`src/rtl/core/atc_pkg.sv`:
```
// Package with the types, constants and tables of the affine transform composer.
`default_nettype none
package atc_pkg;

   localparam int WORD_BITS    = 32;
   localparam int FRAC_BITS    = 16;
   localparam int CORDIC_STEPS = 20;
   localparam int CNT_BITS     = 5;

   localparam logic [2:0] KIND_IDENT     = 3'd0;
   localparam logic [2:0] KIND_SCALE     = 3'd1;
   localparam logic [2:0] KIND_ROTATE    = 3'd2;
   localparam logic [2:0] KIND_TRANSLATE = 3'd3;
   localparam logic [2:0] KIND_MULT      = 3'd4;

   localparam logic [CNT_BITS-1:0] RED_LAST    = CNT_BITS'(7);
   localparam logic [CNT_BITS-1:0] CORDIC_LAST = CNT_BITS'(CORDIC_STEPS - 1);
   localparam logic [CNT_BITS-1:0] MULT_LAST   = CNT_BITS'(12);

   localparam logic signed [WORD_BITS-1:0] ONE_Q = WORD_BITS'(1 << FRAC_BITS);

   // Angles are in degrees with 16 fraction bits.
   localparam logic [33:0] DEG360_Q16 = 34'd23592960;
   localparam logic [33:0] DEG90_Q16  = 34'd5898240;
   localparam logic [33:0] RED_BIAS   = 34'd3019898880;
   localparam logic signed [32:0] GAIN_Q30 = 33'sd652032874;

   typedef struct packed {
      logic [2:0]                  kind;
      logic signed [WORD_BITS-1:0] x_value;
      logic signed [WORD_BITS-1:0] y_value;
      logic signed [WORD_BITS-1:0] angle_deg;
      logic signed [WORD_BITS-1:0] mul_00;
      logic signed [WORD_BITS-1:0] mul_01;
      logic signed [WORD_BITS-1:0] mul_02;
      logic signed [WORD_BITS-1:0] mul_10;
      logic signed [WORD_BITS-1:0] mul_11;
      logic signed [WORD_BITS-1:0] mul_12;
   } req_type;

   typedef struct packed {
      logic signed [WORD_BITS-1:0] out_00;
      logic signed [WORD_BITS-1:0] out_01;
      logic signed [WORD_BITS-1:0] out_02;
      logic signed [WORD_BITS-1:0] out_10;
      logic signed [WORD_BITS-1:0] out_11;
      logic signed [WORD_BITS-1:0] out_12;
      logic                        scale_or_rotate;
   } rsp_type;

   typedef struct packed {
      logic                load;
      logic                red_step;
      logic                quad;
      logic                cordic_step;
      logic                sincos;
      logic                mult;
      logic                commit;
      logic [CNT_BITS-1:0] cnt;
   } ctl_cmd_type;

   function automatic logic signed [24:0] atan_deg(input logic [CNT_BITS-1:0] i);
      logic signed [24:0] v;
      case (i)
         5'd0:    v = 25'sd2949120;
         5'd1:    v = 25'sd1740967;
         5'd2:    v = 25'sd919879;
         5'd3:    v = 25'sd466945;
         5'd4:    v = 25'sd234379;
         5'd5:    v = 25'sd117305;
         5'd6:    v = 25'sd58666;
         5'd7:    v = 25'sd29335;
         5'd8:    v = 25'sd14668;
         5'd9:    v = 25'sd7334;
         5'd10:   v = 25'sd3667;
         5'd11:   v = 25'sd1833;
         5'd12:   v = 25'sd917;
         5'd13:   v = 25'sd458;
         5'd14:   v = 25'sd229;
         5'd15:   v = 25'sd115;
         5'd16:   v = 25'sd57;
         5'd17:   v = 25'sd29;
         5'd18:   v = 25'sd14;
         5'd19:   v = 25'sd7;
         default: v = 25'sd0;
      endcase
      return v;
   endfunction

endpackage
`default_nettype wire

```
`src/rtl/core/atc_ctrl.sv`:
```
// Sequencer of the affine transform composer: one command at a time.
`default_nettype none
module atc_ctrl
   import atc_pkg::*;
(
   input  wire logic        clock,
   input  wire logic        reset,
   input  wire logic        req_valid,
   input  wire logic [2:0]  req_kind,
   input  wire logic        out_free,
   output ctl_cmd_type      cmd,
   output logic             idle,
   output logic             done
);

   typedef enum logic [7:0] {
      ST_IDLE   = 8'b0000_0001,
      ST_REDUCE = 8'b0000_0010,
      ST_QUAD   = 8'b0000_0100,
      ST_CORDIC = 8'b0000_1000,
      ST_SINCOS = 8'b0001_0000,
      ST_MULT   = 8'b0010_0000,
      ST_COMMIT = 8'b0100_0000,
      ST_DONE   = 8'b1000_0000
   } state_type;

   state_type           state_ff, state_in;
   logic [CNT_BITS-1:0] cnt_ff, cnt_in;

   always_comb begin
      state_in = state_ff;
      cnt_in   = cnt_ff;
      cmd      = '0;
      cmd.cnt  = cnt_ff;
      idle     = 1'b0;
      done     = 1'b0;
      case (state_ff)
         ST_IDLE: begin
            idle = 1'b1;
            if (req_valid) begin
               cmd.load = 1'b1;
               cnt_in   = '0;
               if (req_kind == KIND_ROTATE) begin
                  state_in = ST_REDUCE;
               end else if (req_kind == KIND_SCALE || req_kind == KIND_TRANSLATE ||
                            req_kind == KIND_MULT) begin
                  state_in = ST_MULT;
               end else begin
                  state_in = ST_DONE;
               end
            end
         end
         ST_REDUCE: begin
            cmd.red_step = 1'b1;
            cnt_in       = cnt_ff + 1'b1;
            if (cnt_ff == RED_LAST) begin
               cnt_in   = '0;
               state_in = ST_QUAD;
            end
         end
         ST_QUAD: begin
            cmd.quad = 1'b1;
            state_in = ST_CORDIC;
         end
         ST_CORDIC: begin
            cmd.cordic_step = 1'b1;
            cnt_in          = cnt_ff + 1'b1;
            if (cnt_ff == CORDIC_LAST) begin
               cnt_in   = '0;
               state_in = ST_SINCOS;
            end
         end
         ST_SINCOS: begin
            cmd.sincos = 1'b1;
            state_in   = ST_MULT;
         end
         ST_MULT: begin
            cmd.mult = 1'b1;
            cnt_in   = cnt_ff + 1'b1;
            if (cnt_ff == MULT_LAST) begin
               cnt_in   = '0;
               state_in = ST_COMMIT;
            end
         end
         ST_COMMIT: begin
            cmd.commit = 1'b1;
            state_in   = ST_DONE;
         end
         ST_DONE: begin
            if (out_free) begin
               done     = 1'b1;
               state_in = ST_IDLE;
            end
         end
         default: begin
            state_in = ST_IDLE;
         end
      endcase
   end

   always_ff @(posedge clock) begin
      if (reset) begin
         state_ff <= ST_IDLE;
         cnt_ff   <= '0;
      end else begin
         state_ff <= state_in;
         cnt_ff   <= cnt_in;
      end
   end

endmodule
`default_nettype wire

```
`config.mk`:
```
export PLATFORM = sky130hd
export DESIGN_NAME = atc_ctrl
export DESIGN_NICKNAME = d
export VERILOG_FILES = /design/src/rtl/core/atc_pkg.sv /design/src/rtl/core/atc_ctrl.sv
export SDC_FILE = /design/constraint.sdc
export NUM_CORES = 1
export LEC_CHECK = 0
export BUFFER_PORTS_ARGS = -buffer_cell sky130_fd_sc_hd__clkbuf_2
export CAP_MARGIN = 20
export CORE_ASPECT_RATIO = 0.7
export CORE_MARGIN = 5
export CORE_UTILIZATION = 47
export CTS_CLUSTER_SIZE = 16
export DETAILED_ROUTE_END_ITERATION = 16
export PLACE_DENSITY = 0.74
export SLEW_MARGIN = 20
export SYNTH_ARGS = -nofsm -noshare
export SYNTH_HDL_FRONTEND = slang
export SYNTH_SLANG_ARGS = --single-unit
```
`constraint.sdc`:
```
create_clock -name clock -period 1.6 [get_ports clock]
set_input_delay 0.32 -clock clock [delete_from_list [all_inputs] [get_ports clock]]
set_output_delay 0.32 -clock clock [all_outputs]
set_load 0.02 [all_outputs]
```
Word-level counts from Yosys, hierarchy flattened
Index checks and enable logic that the tools add are counted.

Input bits: 7. Bits in latches: 0. Bits in writable memories: 0. ROM bits: 0. Bits in registers: 13. Memories: 0.

Multipliers: 0. Reduce and logical (&&, ||, !) cells: 5. Add/sub/neg operators: 1. Div/mod/pow operators: 0. Shift-type cells: 0. $lt $le $gt $ge: 0. Muxes and demuxes: 24. Equal/unequal tests: 20. Bitwise logic cells: 0.

Operators by type and width (number): 8-bit case mux with 8 select lines (1); 8-bit two-way mux (7); 5-bit two-way mux (4); 5-bit case mux with 4 select lines (1); 1-bit two-way mux (11); 2-bit != test, second input constant (5); 8-bit by 1-bit equality test with 1-bit output, second input constant (1); 8-bit by 2-bit equality test with 1-bit output, second input constant (1); 8-bit by 3-bit equality test with 1-bit output, second input constant (1); 8-bit by 4-bit equality test with 1-bit output, second input constant (1); 8-bit by 5-bit equality test with 1-bit output, second input constant (1); 8-bit by 6-bit equality test with 1-bit output, second input constant (1); 8-bit by 7-bit equality test with 1-bit output, second input constant (1); 8-bit equality test, second input constant (1); 3-bit by 2-bit equality test with 1-bit output, second input constant (2); 5-bit by 1-bit adder with 5-bit output, second input constant (1); 5-bit by 3-bit equality test with 1-bit output, second input constant (1); 5-bit by 4-bit equality test with 1-bit output, second input constant (1); 5-bit equality test, second input constant (1); 5-bit AND reduction (1); 4-bit nonzero test (1); 3-bit by 1-bit equality test with 1-bit output, second input constant (1); 3-bit equality test, second input constant (1); 1-bit logical OR (2); 2-bit AND reduction (1).

Depth between registers and ports, before layout
Depth after elaboration: 7. Gate-level depth with buffers: 7. Gate-level depth less buffers: 7.

Worst setup path after synthesis
No wires, ideal clock.

Path kind: register -> register. Start: reg cnt_ff[0]. End: reg state_ff[5]. Path buffers: 0. Arrival time: 1.826 ns. Required time: 1.474 ns. Path slack: -0.352 ns. Stages on the path, launching flop included: 7. Cells stage by stage: dfxtp_1 -> ha_1 -> nand2b_1 -> o311ai_2 -> nand4_2 -> o41ai_4 -> nor2_1.

Cells in the longest elaborated chain, start to end: 3.

RTL lines: from (decl) (line atc_ctrl.sv:28) `logic [CNT_BITS-1:0] cnt_ff, cnt_in;`; from (signal assigned) (line atc_ctrl.sv:107) `cnt_ff <= cnt_in;`; 5-bit by 4-bit equality test with 1-bit output (tied with other cells) (line atc_ctrl.sv:80) `if (cnt_ff == MULT_LAST) begin`; 2-bit != test (no line); 5-bit AND reduction (no line) (*); to (signal assigned) (line atc_ctrl.sv:106) `state_ff <= state_in;`; to (decl) (line atc_ctrl.sv:27) `state_type state_ff, state_in;`.

Every way passes the cells marked *; elsewhere a longest branch is shown, timed or not. A chain may end at the register's enable or synchronous reset.

Worst setup path in the final report
Start: reg state_ff[6]. End: out done.

Cells in the longest elaborated chain, start to end: 2.

RTL lines: 8-bit equality test (line atc_ctrl.sv:37) `case (state_ff)`; 1-bit two-way mux (line atc_ctrl.sv:37); to (decl) (line atc_ctrl.sv:13) `output logic done`.

Every way passes these cells.

==> run metrics <==
outcome=finished with violations; failing checks=setup timing; synthesis-to-finish area growth=70.6%; Synth Cell Area=943 sq um; Rel. slew slack=70.8%; Synth cell types=46; post-layout power=1.60 mW; transition time at the pin with the least slew margin=0.434 ns; TritonCTS Buffers=3; top-level I/O count=21; maximum clock skew at final layout=0.00242 ns; H-tree lvl count=1; Yosys Warn Count=0; standby leakage power=0.702 nW; pwr dens=997 nW/um^2; fillers=95; effective utilization at floorplan=50.0%; # Max-Cap Violations=0; Root Buffer=clkbuf_4; total die area=3020 sq um; dominant cells by area after synthesis=dfxtp_1 28%, nor2_1 5.2%, inv_1 4.0%, nor4b_1 3.7%, o311ai_2 3.4%; worst skew pair latency=0.30 ns; Final Cell Area=1610 sq um; per-instance average area after synthesis=8.50 sq um; number of nets still failing antenna checks after routing=0; part of the Yosys area used for sequential elements=27.6%; setup TNS=-4.45 ns; Initial DRT Pass Iterations=4; TritonCTS clock tree=built; placed standard-cell area=1320 sq um; die height=47.5 um; core area=1890 sq um; utilization after layout=85.3%; number of clock sinks=13; Row Count=13; worst hold slack across all endpoints=0.376 ns; maximum ir drop on the vdd rail=1020 uV; IO Port Bufs=20; number of placed instances with taps included=179; worst reg-to-reg setup slack=-0.22 ns; violation count after the first detailed-routing iteration=115; crit end category=primary output; highest clock rate=501 MHz; clock-pin slew reported for the worst setup and hold paths after clock tree synthesis=0.09 ns; vias after detailed routing=1203; first-pass GRT wire length=5410 um; Setup WS pre-CTS=-0.114 ns; Final min period=2.00 ns; unrepaired setup endpoints after global routing=true; worst-path fanout max=6; list of most frequent post-synthesis cells=13 x dfxtp_1, 13 x nor2_1, 10 x inv_1; Routed WL=4010 um; fraction of the cycle the final worst path needs=125%; hold buffers post-CTS=0; Ant. Diodes=0; Final setup viols=21; data arrival time at the worst-slack endpoint=1.68 ns; Horiz. Die Dim=63.6 um; Cells after Synth=111; total track usage=24.2%; max-slew violation count=0; Startpoint Class=flop; number of vias per cell=6.23; routed len/inst=20.8 um; number of nets in the synthesized netlist=120; share of post-route cells with drive strength above 1=62.0%; vias in the first global route=1124; worst setup path class=reg -> out; HPWL reported at the end of detailed placement=2310 um; count of non-filler cells in the finished layout=193; fraction of registers with async set/reset=0%; final worst slack=-0.396 ns; overall overflow remaining after global route=0; number of endpoints with negative hold slack in the final report=0; area fraction of the dominant cell type after synthesis=27.6%; routability-driven placement congestion ratio=0.903; number of flops mapped to enable cells by yosys=0; number of antenna violations at the first check in global routing=0; flops & latches, synth=13; largest area contributor in the synthesized netlist=dfxtp_1; pin count of the biggest net entering global routing=12; worst path required time=1.28 ns; number of buffers between clock root and the deepest sink=2; Hold Crit Class=in -> reg; number of DRC violations after detailed routing=0; net total in the final layout=181; most used flip-flop cell after synthesis=dfxtp_1
critical path, cell delays in order, from the launching register on:
cell,delay (ns)
dfxtp_4,0.40
nor3_1,0.39
nand4b_1,0.26
nor2_1,0.17
buf_4,0.16
where the power goes:
group	switching, mW	internal [mW]	leakage, nW
clock network	0.126	0.0974	0.0150
registers	0.0663	0.356	0.112
logic	0.442	0.517	0.575
total	0.635	0.970	0.702
logic make-up (layout without fill, tap and decap cells):
kind of cell / Yosys count / after routing / synth area share, %
AND/OR/NAND/NOR: 58 / 58 / 40.8
multiplexers: 1 / 1 / 1.19
AO/OA/AOI/OAI: 19 / 19 / 17.5
XOR/XNOR: 3 / 3 / 2.79
flip-flops: 13 / 13 / 27.6
adder cells (fa/ha/maj): 2 / 2 / 2.65
buffers and inverters: 15 / 75 / 7.43
cells in the final DEF (no fill, tap or decap), types with 4 or more instances in the layout:
cell / count
inv_1: 8
dfxtp_4: 8
buf_4: 34
clkbuf_4: 4
o21ai_0: 4
buf_6: 11
clkbuf_2: 13
nor2_1: 11
cell type report:
class,count,area (sq um),share of cell area [%]
multi-input cells,83,744,46.3
repair buffers,61,480,29.9
flip-flops and latches,13,293,18.2
inverters,10,37.5,2.33
well taps,22,27.5,1.71
clock buffers,4,26.3,1.63
registers in the layout (all words and copies together), names as in the netlist:
name      count
cnt_ff        5
state_ff      8
metal layers:
layer | track usage (%) | part of all wire [%] | up-vias | routed length, um
li1 | - | - | 530 | -
met1 | 28.4 | 37 | 560 | 1500
met2 | 41.9 | 48 | 84 | 1920
met3 | 8.45 | 10 | 29 | 403
met4 | 9.96 | 4.5 | 0 | 180
met5 | 0 | 0 | - | 0
repair_timing:
item / in CTS / in global routing
buffers inserted: 2 / 8
setup endpoints to repair: 20 / 21
pin swaps: 5 / 12
gates cloned: 0 / 0
endpoints found under the hold margin: 0 / 0
resized for setup: 23 / 28
path summary, 6_finish.rpt:
| check | endpoint | cells past startpoint | start |
|---|---|---|---|
| setup / recovery | done | 4 | state_ff[6] |
| hold reg to reg | cnt_ff[0] | 2 | cnt_ff[0] |
| setup reg to reg | state_ff[1] | 8 | state_ff[0] |
| hold / removal | state_ff[7] | 3 | out_free |
Note: power is estimated with default switching activity, not from simulation.
